--- config.mk ---
export PLATFORM = sky130hd
export DESIGN_NAME = motor_position_frame_parser
export DESIGN_NICKNAME = d
export VERILOG_FILES = /design/src/rtl/core/mpfp_pkg.sv /design/src/rtl/core/mpfp_in_stage.sv /design/src/rtl/core/mpfp_hunter.sv /design/src/rtl/core/mpfp_out_stage.sv /design/src/rtl/core/motor_position_frame_parser.sv
export SDC_FILE = /design/constraint.sdc
export NUM_CORES = 1
export LEC_CHECK = 0
export BUFFER_PORTS_ARGS = -buffer_cell sky130_fd_sc_hd__buf_4
export CORE_UTILIZATION = 45
export DETAILED_ROUTE_END_ITERATION = 10
export GPL_ROUTABILITY_DRIVEN = 0
export PLACE_DENSITY = 0.73
export SETUP_SLACK_MARGIN = 0.02
export SLEW_MARGIN = 5
export SYNTH_ARGS = -nofsm -noshare
export SYNTH_HDL_FRONTEND = slang
export SYNTH_SLANG_ARGS = --single-unit
--- constraint.sdc ---
create_clock -name clk_i -period 8.6 [get_ports clk_i]
set_input_delay 1.72 -clock clk_i [delete_from_list [all_inputs] [get_ports clk_i]]
set_output_delay 1.72 -clock clk_i [all_outputs]
set_load 0.02 [all_outputs]
--- src/rtl/core/mpfp_pkg.sv ---
// Package: shared types and constants of the motor position frame parser.
`timescale 1ns / 1ps

package mpfp_pkg;

  // Item kinds carried in the input tuser field
  typedef enum logic [1:0] {
    FUNC_START = 2'd0,
    FUNC_BYTE  = 2'd1,
    FUNC_TICK  = 2'd2
  } func_e;

  // Configuration register indexes
  localparam logic CFG_DEVICE_ADDRESS = 1'b0;
  localparam logic CFG_TIMEOUT_LIMIT  = 1'b1;

  // Result status codes
  localparam logic STATUS_FRAME   = 1'b0;
  localparam logic STATUS_TIMEOUT = 1'b1;

  localparam int unsigned PosWidth     = 33;
  localparam int unsigned OutDataWidth = 40;

  localparam logic [7:0]  AddressReset = 8'd1;
  localparam logic [15:0] TimeoutReset = 16'd100;

  // One input item as held in the input register
  typedef struct packed {
    logic [1:0] func;
    logic [7:0] rx_byte;
  } item_t;

  // One result item
  typedef struct packed {
    logic                       status;
    logic signed [PosWidth-1:0] position_tenths;
  } result_t;

endpackage

--- src/rtl/core/mpfp_in_stage.sv ---
// Input register stage: holds one accepted item until the parser takes it.
`timescale 1ns / 1ps

module mpfp_in_stage (
  input  logic           clk_i,
  input  logic           rst_ni,
  input  logic           valid_i,
  output logic           ready_o,
  input  mpfp_pkg::item_t item_i,
  output logic           valid_o,
  input  logic           take_i,
  output mpfp_pkg::item_t item_o
);

  logic            valid_q, valid_d;
  mpfp_pkg::item_t item_q;

  // Free when empty or when the held item leaves this cycle
  assign ready_o = !valid_q || take_i;
  assign valid_d = ready_o ? valid_i : valid_q;

  always_ff @(posedge clk_i or negedge rst_ni) begin
    if (!rst_ni) begin
      valid_q <= 1'b0;
    end else begin
      valid_q <= valid_d;
    end
  end

  // Payload, no reset
  always_ff @(posedge clk_i) begin
    if (ready_o && valid_i) begin
      item_q <= item_i;
    end
  end

  assign valid_o = valid_q;
  assign item_o  = item_q;

endmodule

--- src/rtl/core/mpfp_hunter.sv ---
// Frame hunter: search state, timeout counter and configuration registers.
`timescale 1ns / 1ps

module mpfp_hunter (
  input  logic               clk_i,
  input  logic               rst_ni,
  input  logic               cfg_write_i,
  input  logic               cfg_index_i,
  input  logic [15:0]        cfg_data_i,
  input  logic               take_i,
  input  mpfp_pkg::item_t    item_i,
  output logic               res_valid_o,
  output mpfp_pkg::result_t  res_o
);

  localparam logic [7:0] MarkCommand = 8'h36;
  localparam logic [7:0] MarkEnd     = 8'h6B;

  localparam logic [2:0] IdxAddress = 3'd0;
  localparam logic [2:0] IdxCommand = 3'd1;
  localparam logic [2:0] IdxSign    = 3'd2;
  localparam logic [2:0] IdxPos0    = 3'd3;
  localparam logic [2:0] IdxPos1    = 3'd4;
  localparam logic [2:0] IdxPos2    = 3'd5;
  localparam logic [2:0] IdxPos3    = 3'd6;
  localparam logic [2:0] IdxEnd     = 3'd7;

  logic [7:0]  address_q;
  logic [15:0] limit_q;

  logic        searching_q, searching_d;
  logic [2:0]  index_q, index_d;
  logic        sign_q, sign_d;
  logic [31:0] shift_q, shift_d;
  logic [15:0] elapsed_q, elapsed_d;

  logic [7:0]  b;
  logic [32:0] mag;

  assign b   = item_i.rx_byte;
  assign mag = {1'b0, shift_q};

  // Configuration writes
  always_ff @(posedge clk_i or negedge rst_ni) begin
    if (!rst_ni) begin
      address_q <= mpfp_pkg::AddressReset;
      limit_q   <= mpfp_pkg::TimeoutReset;
    end else if (cfg_write_i) begin
      unique case (cfg_index_i)
        mpfp_pkg::CFG_DEVICE_ADDRESS: address_q <= cfg_data_i[7:0];
        mpfp_pkg::CFG_TIMEOUT_LIMIT:  limit_q   <= cfg_data_i;
        default: ;
      endcase
    end
  end

  // Next state and result for the item in the input register
  always_comb begin
    searching_d = searching_q;
    index_d     = index_q;
    sign_d      = sign_q;
    shift_d     = shift_q;
    elapsed_d   = elapsed_q;
    res_valid_o = 1'b0;
    res_o.status          = mpfp_pkg::STATUS_FRAME;
    res_o.position_tenths = sign_q ? $signed(33'd0 - mag) : $signed(mag);

    unique case (mpfp_pkg::func_e'(item_i.func))
      mpfp_pkg::FUNC_START: begin
        searching_d = 1'b1;
        index_d     = IdxAddress;
        sign_d      = 1'b0;
        shift_d     = '0;
        elapsed_d   = '0;
      end
      mpfp_pkg::FUNC_BYTE: begin
        if (searching_q) begin
          unique case (index_q)
            IdxAddress: begin
              if (b == address_q) index_d = IdxCommand;
            end
            IdxCommand: begin
              if (b == MarkCommand) index_d = IdxSign;
              else if (b == address_q) index_d = IdxCommand;
              else index_d = IdxAddress;
            end
            IdxSign: begin
              sign_d  = (b != 8'd0);
              index_d = IdxPos0;
            end
            IdxPos0, IdxPos1, IdxPos2, IdxPos3: begin
              shift_d = {shift_q[23:0], b};
              index_d = index_q + 3'd1;
            end
            IdxEnd: begin
              // Good terminator ends the search; a bad one drops the frame
              if (b == MarkEnd) begin
                res_valid_o = 1'b1;
                searching_d = 1'b0;
              end
              index_d = IdxAddress;
              sign_d  = 1'b0;
              shift_d = '0;
            end
            default: ;
          endcase
        end
      end
      mpfp_pkg::FUNC_TICK: begin
        if (searching_q) begin
          if (elapsed_q != 16'hFFFF) elapsed_d = elapsed_q + 16'd1;
          if (elapsed_d >= limit_q) begin
            res_valid_o           = 1'b1;
            res_o.status          = mpfp_pkg::STATUS_TIMEOUT;
            res_o.position_tenths = '0;
            searching_d           = 1'b0;
            index_d               = IdxAddress;
            sign_d                = 1'b0;
            shift_d               = '0;
          end
        end
      end
      default: ;
    endcase
  end

  always_ff @(posedge clk_i or negedge rst_ni) begin
    if (!rst_ni) begin
      searching_q <= 1'b0;
      index_q     <= IdxAddress;
      sign_q      <= 1'b0;
      shift_q     <= '0;
      elapsed_q   <= '0;
    end else if (take_i) begin
      searching_q <= searching_d;
      index_q     <= index_d;
      sign_q      <= sign_d;
      shift_q     <= shift_d;
      elapsed_q   <= elapsed_d;
    end
  end

endmodule

--- src/rtl/core/mpfp_out_stage.sv ---
// Result register: holds one result item until the downstream side takes it.
`timescale 1ns / 1ps

module mpfp_out_stage (
  input  logic              clk_i,
  input  logic              rst_ni,
  input  logic              load_i,
  input  logic              res_valid_i,
  input  mpfp_pkg::result_t res_i,
  output logic              ready_o,
  output logic              valid_o,
  input  logic              ready_i,
  output mpfp_pkg::result_t res_o
);

  logic              valid_q, valid_d;
  mpfp_pkg::result_t res_q;

  // Can load when empty or when the held result is taken this cycle
  assign ready_o = !valid_q || ready_i;
  assign valid_d = ready_o ? (load_i && res_valid_i) : valid_q;

  always_ff @(posedge clk_i or negedge rst_ni) begin
    if (!rst_ni) begin
      valid_q <= 1'b0;
    end else begin
      valid_q <= valid_d;
    end
  end

  always_ff @(posedge clk_i) begin
    if (ready_o && load_i && res_valid_i) begin
      res_q <= res_i;
    end
  end

  assign valid_o = valid_q;
  assign res_o   = res_q;

endmodule

--- src/rtl/core/motor_position_frame_parser.sv ---
// Top level: motor position reply parser with stream ports and config port.
`timescale 1ns / 1ps

// Takes one item per clock cycle, back to back, when the output side is not
// stalled; an item is held in the input register and its result in the result
// register. A start item (tuser 0) arms the hunt and clears the millisecond
// count; byte items (tuser 1) feed the frame hunter; tick items (tuser 2)
// count toward the configured timeout. A search that ends gives exactly one
// result: a signed position in tenths of a degree (status 0) or a timeout
// (status 1, position zero); a start item restarts a search without a result.
// Bytes and ticks while idle are dropped, as is tuser 3. Configuration
// writes are taken at once and must only be made while the block is idle.

module motor_position_frame_parser (
  input  logic        clk_i,
  input  logic        rst_ni,
  // Config write channel
  input  logic        cfg_valid_i,
  output logic        cfg_ready_o,
  input  logic        cfg_index_i,   // 0 device_address, 1 timeout_limit_ms
  input  logic [15:0] cfg_data_i,
  // Input items
  input  logic        s_axis_tvalid_i,
  output logic        s_axis_tready_o,
  input  logic [7:0]  s_axis_tdata_i,   // [7:0] rx_byte
  input  logic [1:0]  s_axis_tuser_i,   // [1:0] func
  // Result items
  output logic        m_axis_tvalid_o,
  input  logic        m_axis_tready_i,
  output logic [39:0] m_axis_tdata_o,   // [32:0] position_tenths, [39:33] zero
  output logic [0:0]  m_axis_tuser_o    // [0] status
);

  mpfp_pkg::item_t   in_item, held_item;
  mpfp_pkg::result_t res, out_res;
  logic              held_valid, take, out_ready, res_valid;

  assign cfg_ready_o = 1'b1;

  assign in_item.func    = s_axis_tuser_i;
  assign in_item.rx_byte = s_axis_tdata_i;

  mpfp_in_stage u_in (
    .clk_i   (clk_i),
    .rst_ni  (rst_ni),
    .valid_i (s_axis_tvalid_i),
    .ready_o (s_axis_tready_o),
    .item_i  (in_item),
    .valid_o (held_valid),
    .take_i  (take),
    .item_o  (held_item)
  );

  // Item moves on when the result register can take its result
  assign take = held_valid && out_ready;

  mpfp_hunter u_hunter (
    .clk_i       (clk_i),
    .rst_ni      (rst_ni),
    .cfg_write_i (cfg_valid_i && cfg_ready_o),
    .cfg_index_i (cfg_index_i),
    .cfg_data_i  (cfg_data_i),
    .take_i      (take),
    .item_i      (held_item),
    .res_valid_o (res_valid),
    .res_o       (res)
  );

  mpfp_out_stage u_out (
    .clk_i       (clk_i),
    .rst_ni      (rst_ni),
    .load_i      (take),
    .res_valid_i (res_valid),
    .res_i       (res),
    .ready_o     (out_ready),
    .valid_o     (m_axis_tvalid_o),
    .ready_i     (m_axis_tready_i),
    .res_o       (out_res)
  );

  assign m_axis_tdata_o = {{(mpfp_pkg::OutDataWidth - mpfp_pkg::PosWidth){1'b0}},
                           out_res.position_tenths};
  assign m_axis_tuser_o = out_res.status;

  // Input side only stalls behind a stalled, full result register
  a_stall_cause: assert property (@(posedge clk_i) disable iff (!rst_ni)
    !s_axis_tready_o |-> (m_axis_tvalid_o && !m_axis_tready_i))
    else $error("input stalled without a stalled result");

  // Timeout results carry a zero position
  a_timeout_zero: assert property (@(posedge clk_i) disable iff (!rst_ni)
    (m_axis_tvalid_o && (m_axis_tuser_o[0] == mpfp_pkg::STATUS_TIMEOUT))
      |-> (m_axis_tdata_o[32:0] == 33'd0))
    else $error("timeout result with nonzero position");

  // Result only appears after an item was held for processing
  a_result_source: assert property (@(posedge clk_i) disable iff (!rst_ni)
    $rose(m_axis_tvalid_o) |-> $past(held_valid))
    else $error("result without a processed item");

endmodule

* Yosys cells after proc, flatten, opt, wreduce, memory -nomap -nowiden *
Index checks and enable logic that the tools add are counted.

word-level totals
  flip-flop bits (word level) = 123
  output and inout bits = 44
  input port bits = 32
  word-level logic and storage cells = 99

cells by class
  add/subtract/negate cells = 3
  bitwise logic cells = 1
  $lt $le $gt $ge = 1
  reductions and logical operators = 23
  equality and inequality tests = 19
  multiplexer cells = 39

operators with widths
  kind                                                                     number
  33-bit 2-to-1 mux                                                        3
  32-bit 2-to-1 mux                                                        3
  32-bit one-hot mux with 3 select lines                                   1
  16-bit 2-to-1 mux                                                        4
  32-bit one-hot mux with 2 select lines                                   1
  34-bit 2-to-1 mux                                                        1
  1-bit by 32-bit subtractor with 33-bit output, first input constant      1
  16-bit one-hot mux with 2 select lines                                   1
  6-bit AND reduction                                                      3
  16-bit by 1-bit adder with 16-bit output, second input constant          1
  16-bit >= comparator                                                     1
  16-bit inequality test, second input constant                            1
  3-bit 2-to-1 mux                                                         5
  3-bit one-hot mux with 5 select lines                                    1
  1-bit 2-to-1 mux                                                         14
  3-bit equality test, second input constant                               4
  3-bit by 2-bit inequality test with 1-bit output, second input constant  3
  3-bit one-hot mux with 3 select lines                                    1
  8-bit by 6-bit equality test with 1-bit output, second input constant    1
  8-bit by 7-bit equality test with 1-bit output, second input constant    1
  8-bit equality test                                                      1
  2-bit AND reduction                                                      4
  8-bit nonzero test                                                       1
  3-bit by 2-bit equality test with 1-bit output, second input constant    2
  other kinds (17)                                                         27

* Logic depth before layout (Yosys ltp) *
Gate-level depths: netlist (run 1).

  word-level depth = 9
  gate-level depth with buffers = 17
  depth with buffers taken out = 14

* Cells and area by module *
A second synthesis (run 1) with hierarchy kept.

unflattened totals
  cells, all modules = 633
  area total of the unflattened synthesis = 6658.9 µm²

by module, submodules not included
  module                       cells an instance  area an instance (µm²)  instances  seq. area each (µm²)
  mpfp_hunter                  569                5149.9                  1          1931.9
  mpfp_out_stage               39                 1081.0                  1          1046.0
  mpfp_in_stage                14                 354.1                   1          325.3
  motor_position_frame_parser  11                 73.8                    1          0.0

* Least setup slack after synthesis (run 1) *
No wires, ideal clock.

  path type = register to register
  start point = reg u_hunter.elapsed_q[6]
  end point = reg u_out.res_q (netlist bit u_out.res_o[0]) (enable)
  buffers on the path = 1
  setup slack = 3.725 ns
  library setup time = 0.425 ns
  arrival = 4.449 ns
  data required time = 8.175 ns
  clock period less this slack = 4.875 ns
  stages on the path, launching flop included = 14
  cells stage by stage = dfrtp_1 > buf_2 > nand4_1 > nor4_1 > nand3_1 > nor2_1 > mux2_1 > ha_1 > nand4_1 > nor4_1 > o31ai_2 > a31oi_1 > o2111ai_1 > nor2_1

between the ends
  cells in the longest elaborated chain, start to end = 9
  elaborated cells on any way between the ends = 10
  classes of those cells = 1 x add/sub; 1 x order compare; 1 x eq/ne; 6 x mux; 1 x reduce/logical

RTL lines
  what                                                                                line                  RTL
  start, declared                                                                     mpfp_hunter.sv:35     logic [15:0] elapsed_q, elapsed_d;
  start signal, assigned                                                              mpfp_hunter.sv:139    elapsed_q <= elapsed_d;
  16-bit by 1-bit adder with 16-bit output or 16-bit inequality test (tied branches)  mpfp_hunter.sv:111    if (elapsed_q != 16'hFFFF) elapsed_d = elapsed_q + 16'd1;
  16-bit 2-to-1 mux *                                                                 mpfp_hunter.sv:111
  16-bit 2-to-1 mux *                                                                 mpfp_hunter.sv:110    if (searching_q) begin
  16-bit 2-to-1 mux *                                                                 mpfp_hunter.sv:68     unique case (mpfp_pkg::func_e'(item_i.func))
  16-bit >= comparator *                                                              mpfp_hunter.sv:112    if (elapsed_d >= limit_q) begin
  1-bit 2-to-1 mux *                                                                  mpfp_hunter.sv:112
  1-bit 2-to-1 mux *                                                                  mpfp_hunter.sv:110
  1-bit one-hot mux with 2 select lines *                                             mpfp_hunter.sv:68
  1-bit logical AND *                                                                 mpfp_out_stage.sv:32  if (ready_o && load_i && res_valid_i) begin
  end signal, assigned                                                                mpfp_out_stage.sv:33  res_q <= res_i;
  end, declared                                                                       mpfp_out_stage.sv:17  mpfp_pkg::result_t res_q;

Every way passes the cells marked *; elsewhere a longest branch is shown, timed or not. The select of a mux whose other input is x is not followed.
A chain may end at the register's enable or synchronous reset.

* Worst setup path after layout (run 1) *
  start point = reg u_hunter.elapsed_q[6]
  end point = reg u_hunter.shift_q[31]

between the ends
  cells in the longest elaborated chain, start to end = 7
  elaborated cells on any way between the ends = 8
  classes of those cells = 1 x add/sub; 1 x order compare; 2 x eq/ne; 3 x mux; 1 x reduce/logical

RTL lines
  what                                                                                line                RTL
  16-bit by 1-bit adder with 16-bit output or 16-bit inequality test (tied branches)  mpfp_hunter.sv:111
  16-bit 2-to-1 mux *                                                                 mpfp_hunter.sv:111
  16-bit 2-to-1 mux *                                                                 mpfp_hunter.sv:110
  16-bit 2-to-1 mux *                                                                 mpfp_hunter.sv:68
  16-bit >= comparator *                                                              mpfp_hunter.sv:112
  2-bit by 1-bit inequality test with 1-bit output (no line) *                        -
  6-bit AND reduction (no line) *                                                     -
  end signal, assigned                                                                mpfp_hunter.sv:138  shift_q <= shift_d;
  end, declared                                                                       mpfp_hunter.sv:34   logic [31:0] shift_q, shift_d;

Marks and branches as above.

==> results of run 1 <==
## per-layer routing
layer / vias to the layer above / GRT usage (%) / wire [microns]
met3: 22 / 5.76 / 672
met4: 0 / 8.16 / 240
met2: 151 / 32.1 / 6570
met5: - / 0 / 0
met1: 2209 / 25.1 / 5920
li1: 2230 / - / -
## area by class of cell
class / instances / share of cell area [%]
clock buffers: 24 / 6.93
well taps: 180 / 2.92
multi-input cells: 406 / 38.5
flip-flops and latches: 123 / 42.8
clock inverters: 8 / 1.00
inverters: 22 / 1.07
repair buffers: 70 / 6.80
## power by group through the flow
stage                     clock network, mW  registers, mW  logic, mW
after floorplan                           0          0.655     0.0845
final                                 0.721          0.651      0.118
after global placement                    0          0.660      0.113
after CTS                             0.733          0.651      0.120
after detailed placement                  0          0.662      0.118
after global routing                  0.765          0.654      0.133
## metrics by stage
stage	setup slack (ns)	cells	util [%]
4_1_cts	3.99	833	55.2
3_5_place_dp	4.09	801	50.8
6_report	3.96	833	55.2
3_3_place_gp	4.32	801	50.8
5_1_grt	3.55	833	55.2
2_1_floorplan	3.73	583	-
## cells in the final DEF, fill, tap and decap left out, types with 4 or more instances in the layout
cell type and n:
dfrtp_1 75, buf_4 70, nor2_1 49, xor2_1 44, edfxtp_1 44, nand2_1 42, a22o_1 36, mux2_2 28
ha_1 27, inv_1 22, o21ai_0 20, clkbuf_16 20, a21oi_1 17, o31ai_1 12, nor4_1 9, nand3_1 9
nand2b_1 8, conb_1 8, nand4_1 7, nor2b_1 6, a31oi_1 6, o21ai_1 5, xnor2_1 5, and3_1 5
o41ai_1 4, nor3_1 4, dfstp_2 4
## flip-flops by register name, indices dropped and copies added (netlist names)
signal / count
u_in.item_o: 10
u_hunter.address_q: 8
u_out.valid_o: 1
u_in.valid_o: 1
u_hunter.limit_q: 16
u_hunter.sign_q: 1
u_hunter.elapsed_q: 16
u_hunter.shift_q: 32
u_hunter.searching_q: 1
u_hunter.index_q: 3
u_out.res_o: 34
## synth_stat cells (5+ instances only)
cell type	count	area share (%)
nor2b_1	6	0.58
a31oi_1	7	0.67
buf_6	5	0.86
nand2_1	42	2.4
o21ai_0	20	1.5
and3_1	5	0.48
clkbuf_1	13	0.75
inv_1	22	1.3
nand3_1	9	0.69
nor4_1	9	0.86
nand2b_1	8	0.77
nor2_1	50	2.9
buf_4	8	0.92
xor2_1	44	5.9
o31ai_1	12	1.4
xnor2_1	5	0.67
a22o_1	36	4.8
nand4_1	7	0.67
edfxtp_1	44	20
ha_1	27	5.2
dfrtp_1	75	29
o21ai_1	5	0.38
mux2_2	28	4.8
a21oi_1	17	1.3
## cell families after synthesis
group | count (synthesis) | synth area share (%)
adders and majority gates | 27 | 5.18
AOI/OAI and AO/OA | 121 | 13.9
buffers and inverters | 54 | 4.22
DFF | 123 | 50.7
other | 2 | 0.115
and+or+nand+nor | 170 | 14.0
muxes | 31 | 5.31
xor gates and xnor gates | 49 | 6.58
## path summary, 6_finish.rpt
kind,to,from,cells past startpoint,slack [ns]
min in group asynchronous,u_hunter.address_q[5],rst_ni,1,1.46
max in group asynchronous,u_hunter.limit_q[14],rst_ni,1,6.51
min,u_hunter.limit_q[15],u_hunter.limit_q[15],1,0.50
min reg2reg,u_hunter.limit_q[15],u_hunter.limit_q[15],1,0.50
max,u_hunter.shift_q[31],u_hunter.elapsed_q[6],12,3.96
max reg2reg,u_hunter.shift_q[31],u_hunter.elapsed_q[6],12,3.96
==> key figures, run 1 <==
Critical path
  • Cell repeated most along the worst path: nand4_1
  • Worst path cell trace: nand4_1 > nor4_1 > nand3_1 > nor2_1 > mux2_1 > ha_1 > nand4_1 > nor4_1 > o31ai_2 > nand4_1 > and4b_1 > a22o_1
  • Crit-path max FO: 32
  • Kind of critical path: flop to flop
  • WP data required: 8.95 ns
  • Crit-path slowest cell: and4b_1
  • Startpoint Class: flop
  • Crit. End Element: flop
  • Crit-path max cell delay: 0.99 ns
  • WP data arrival: 5.00 ns
  • Buf/Inv on CP: 0
  • Top delay family on crit path: simple AND/OR/NAND/NOR gates

Power
  • Sequential power share: between 40 and 50%
  • Max VDD drop: 0.000139 V
  • Internal: ~1.2 mW
  • Static leakage: roughly 3.6 nW
  • Switch Pwr: 0.340 mW
  • Clock network fraction of total power: 48.4%
  • Design Power: 1.49 mW
  • Pwr/cell area: 193 mW/mm^2
  • Combinational share of power: approximately 8%
  • Switching part of the total: 22.8%

Global routing
  • Initial antenna violation count: 0
  • First-pass GRT wire length: ~23 mm
  • Vias in the first global route: roughly 4500
  • Total track usage: 19.9%
  • Pin count of the biggest net entering global routing: 80
  • Grt ovf: 0

Cells and area
  • Count of antenna diodes in the layout: 0
  • # fillers: 1183
  • Reg area: 0.00330 sq mm
  • Area grow syn2layout: 18.4%
  • Final Instance Area: 0.00772 sq mm
  • Multi-input logic area: 0.00297 sq mm
  • Layout cells sized above 1: 23.3%
  • Post-layout nets: 699

Detailed routing
  • Vias: 4612
  • Routed wire length: 13.4 mm
  • DRC viols: 0
  • Vias per cell: 5.54
  • Average routed wire per standard cell: 16.1 microns
  • First-pass DRT Iterations: 5
  • DRT iter0 DRCs: 411
  • Routed Antenna Nets: 0

Synth
  • Cells after synthesis: 577
  • FFs w/ async S/R, synth: between 60 and 70%
  • Number of synthesized register bits: around 120
  • Post-synthesis sequential area ratio: about half
  • Post-synth top flop: dfrtp_1
  • Distinct cell type count after synthesis: 68
  • Syn. warnings: 0
  • Synthesized area: 0.00652 sq mm
  • Post-synth EDFFs: 44
  • Avg Cell Area, Syn: about 11 sq um

Placement
  • DP HPWL: just over 9 mm
  • I/O Buffers: 67
  • Post-placement cell area: 0.00711 sq mm

Clocking
  • Root Driver: clkbuf_16
  • Clock Pin Slew Worst Setup and Hold Paths: 0.06 ns
  • TritonCTS Buffers: 17
  • CTS-repair resized insts: 0
  • Clock tree sinks: approximately 120
  • Post-CTS setup buffers: 0
  • TritonCTS clock tree: done
  • Deepest clock path buffer count: 2
  • Hold_buf cts: 0
  • Worst skew pair latency: between 0.4 and 0.5 ns
  • H-tree levels: 4

Job
  • Max_cap viols: 0

STA
  • Final setup violation count: 0
  • RSZ-0062 raised after global routing: false
  • Minimum clock period: 4.64 ns
  • Setup TNS: 0 ns
  • Final Hold Fails: 0
  • Measured slew at the worst slew-check pin: 1.20 ns
  • Highest Clock Rate: 215 MHz
  • Layout Skew: slightly above 0.01 ns
  • Final Max Slew Viols: 0
  • Period Utilization, post-route: 54.0%
  • Worst slew margin: 20.0%
  • WHS: 0.504 ns

Die
  • IO Count: 76
  • Rows: between 40 and 50
  • DIE WIDTH: 122 microns
  • Initial core utilization: between 40% and 50%
  • Core Area: 0.0140 sq mm
  • Die height: 122 microns
  • Die area: 0.0150 sq mm

Worst hold path
  • Min-delay worst type: flop to flop

Outcome
  • Outcome: finished clean
Power figures use the tool's default switching activity.
==> run 2, diff against run 1 <==
Settings changed: PLACE_DENSITY 0.73 to 0.76.
Clock period 8.6 ns to 3.9 ns, I/O delays scaled along.
==> run 2 against run 1 <==
  * Global-route usage grew 0.34 points
  * Sequential power grew 120%
  * Setup slack lost 3.8 ns
  * Clock power grew 91%
  * Cell count grew 2.3%
  * Critical path depth grew 3
  * Critical endpoint is now u_out.res_o[24]
  * Core utilization grew 1.7 points
  * Worst hold slack gained 0.0035 ns
  * Register-to-register slack lost 3.8 ns
  * Largest cell class unchanged
  * Final area grew 3.0%
==> key figures, run 2 (synthesis gave the netlist of run 1 again) <==
Outcome
  • Outcome: finished clean

Die
  • Die height: 122 microns (unchanged)
  • Die area: 0.0150 sq mm (unchanged)
  • DIE WIDTH: 122 microns (unchanged)
  • Core Area: 0.0140 sq mm (unchanged)
  • Initial core utilization: 46.6% (unchanged)
  • Rows: 43 (unchanged)
  • IO Count: 76 (unchanged)

Clocking
  • TritonCTS clock tree: done
  • TritonCTS Buffers: 17 (unchanged)
  • Clock tree sinks: 123 (unchanged)
  • H-tree levels: 4 (unchanged)
  • Root Driver: clkbuf_16
  • Worst skew pair latency: 0.41 ns (-0.02 ns)
  • Deepest clock path buffer count: 2 (unchanged)
  • Clock Pin Slew Worst Setup and Hold Paths: 0.06 ns (about the same)

STA
  • Final setup margin: 0.132 ns (-3.82 ns)
  • Minimum clock period: 3.77 ns (-0.876 ns)
  • RSZ-0062 raised after global routing: true
  • Measured slew at the worst slew-check pin: 1.07 ns (-0.124 ns)
  • Final Hold Fails: 0 (unchanged)
  • Layout Skew: 0.0103 ns (+0.000192 ns)
  • Final setup violation count: 0 (unchanged)
  • Final Max Slew Viols: 0 (unchanged)
  • Highest Clock Rate: 265 MHz (+23%)
  • Worst slew margin: 28.5% (+8.5 points)
  • Setup TNS: 0 ns (unchanged)
  • Period Utilization, post-route: 96.6% (+43 points)

Cells and area
  • Most common cell after layout, fill and taps aside: buf_4
  • Max FFs per register: 34 (unchanged)
  • Layout cells sized above 1: 26.9% (+3.7 points)
  • Commonest non-fill, non-tap cells in the layout: buf_4, dfrtp_1, nor2_1, xor2_1, edfxtp_1
  • Area grow syn2layout: 22.0%
  • Final Util: 56.9% (+1.7 points)
  • # fillers: 1143 (-3.4%)
  • Post-layout nets: 718 (+2.7%)
  • Count of antenna diodes in the layout: 0 (unchanged)

Power
  • Max VDD drop: 0.000353 V (+150%)
  • Combinational share of power: 9.3% (+1.4 points)
  • Static leakage: 3.67 nW (+2.3%)
  • Switching part of the total: 23.6% (+0.76 points)
  • Internal: 2.37 mW (+110%)
  • Switch Pwr: 0.732 mW (+120%)
  • Sequential power share: 46.3% (+2.6 points)
  • Clock network fraction of total power: 44.4% (-4.0 points)
  • Design Power: 3.11 mW (+110%)
  • Pwr/cell area: 390 mW/mm^2 (+100%)

Detailed routing
  • Vias: 4854 (+5.2%)
  • DRC viols: 0 (unchanged)
  • DRT iter0 DRCs: 394 (-4.1%)
  • Routed wire length: 14.4 mm (+7.5%)
  • First-pass DRT Iterations: 5 (unchanged)
  • Average routed wire per standard cell: 16.9 microns (+5.1%)
  • Routed Antenna Nets: 0 (unchanged)
  • Vias per cell: 5.70 (+2.9%)

Global routing
  • Total track usage: 20.3% (+0.34 points)
  • First-pass GRT wire length: 23.2 mm (+3.2%)
  • Initial antenna violation count: 0 (unchanged)
  • Met2 global-route usage: 32.1% (unchanged)
  • Vias in the first global route: 4657 (+3.6%)
  • Grt peak-use layer: met2
  • Grt ovf: 0 (unchanged)
  • GR Util met3: 4.55% (-1.2 points)
  • Pin count of the biggest net entering global routing: 80 (unchanged)
  • GR Util met1: 26.8% (+1.7 points)

Placement
  • I/O Buffers: 67 (unchanged)
  • DP HPWL: 9.68 mm (+3.7%)
  • Pre-CTS setup slack: 0.0315 ns (-4.06 ns)

Critical path
  • Crit. End Element: flop
  • Startpoint Class: flop
  • Crit-path max FO: 9 (-72%)
  • Kind of critical path: flop to flop
  • WP data arrival: 3.94 ns (-1.06 ns)
  • WP data required: 4.07 ns (-4.88 ns)

Job
  • Max_cap viols: 0 (unchanged)

Worst hold path
  • Min-delay worst type: input pin to asynchronous set/reset pin
==> run 2: what timing repair did <==
item	in CTS	in global routing
buffers inserted	2	8
pin swaps	1	7
cloned	0	3
gates resized for setup	1	14
setup endpoints to repair	34	71
hold buffers	0	0
==> run 2: cell type report <==
cell class / count / area, sq um / share of cell area (%)
sequential: 123 / 3310 / 41.6
multi-input combinational: 406 / 3050 / 38.3
inverter: 22 / 82.6 / 1.04
timing repair buffer: 89 / 769 / 9.67
clock inverter: 8 / 47.5 / 0.598
tap: 180 / 225 / 2.83
clock buffer: 24 / 473 / 5.94
==> run 2: worst max-delay path: stages, from the launching register on <==
cell and delay (ns):
dfrtp_2 0.41, ha_4 0.17, nand4_1 0.23, nor3_4 0.36
a21boi_1 0.16, and3_1 0.26, xor2_1 0.16, ha_1 0.30
a21oi_1 0.20, o21ai_0 0.15, a21oi_1 0.32, a31oi_2 0.15
o2111ai_2 0.27, nor2_4 0.06, buf_12 0.15, clkbuf_16 0.16
==> run 2: power by group through the flow <==
stage                     clock (mW)  sequential (mW)  combinational [mW]
final                           1.38             1.44               0.288
after global routing            1.46             1.44               0.325
after CTS                       1.40             1.44               0.271
after detailed placement           0             1.46               0.269
after global placement             0             1.46               0.254
after floorplan                    0             1.44               0.187
==> run 2: worst paths after layout <==
kind                                       startpoint                    end  slack, ns  cells past startpoint
worst max-delay path            u_hunter.elapsed_q[0]        u_out.res_o[24]       0.13                     15
worst min-delay path                           rst_ni    u_hunter.index_q[0]       0.51                      1
worst max register to register  u_hunter.elapsed_q[0]        u_out.res_o[24]       0.13                     15
worst min register to register   u_hunter.limit_q[15]   u_hunter.limit_q[15]       0.51                      1
max in group asynchronous                      rst_ni  u_hunter.elapsed_q[7]       2.67                      1
min in group clk_i               u_hunter.limit_q[15]   u_hunter.limit_q[15]       0.51                      1
==> run 2: metal layers <==
| metal | vias up | wire length [microns] |
|---|---|---|
| met5 | - | 0 |
| met4 | 0 | 219 |
| met3 | 26 | 843 |
| met2 | 189 | 7200 |
| met1 | 2379 | 6140 |
| li1 | 2260 | - |
==> run 2: per-stage QoR <==
stage	std cells	instance area [sq um]	hold slack [ns]
after detailed placement	807	7220	0.500
after CTS	841	7760	0.512
after floorplan	583	6560	0.479
final	852	7960	0.507
after global routing	852	7960	0.521
after global placement	807	7220	0.494
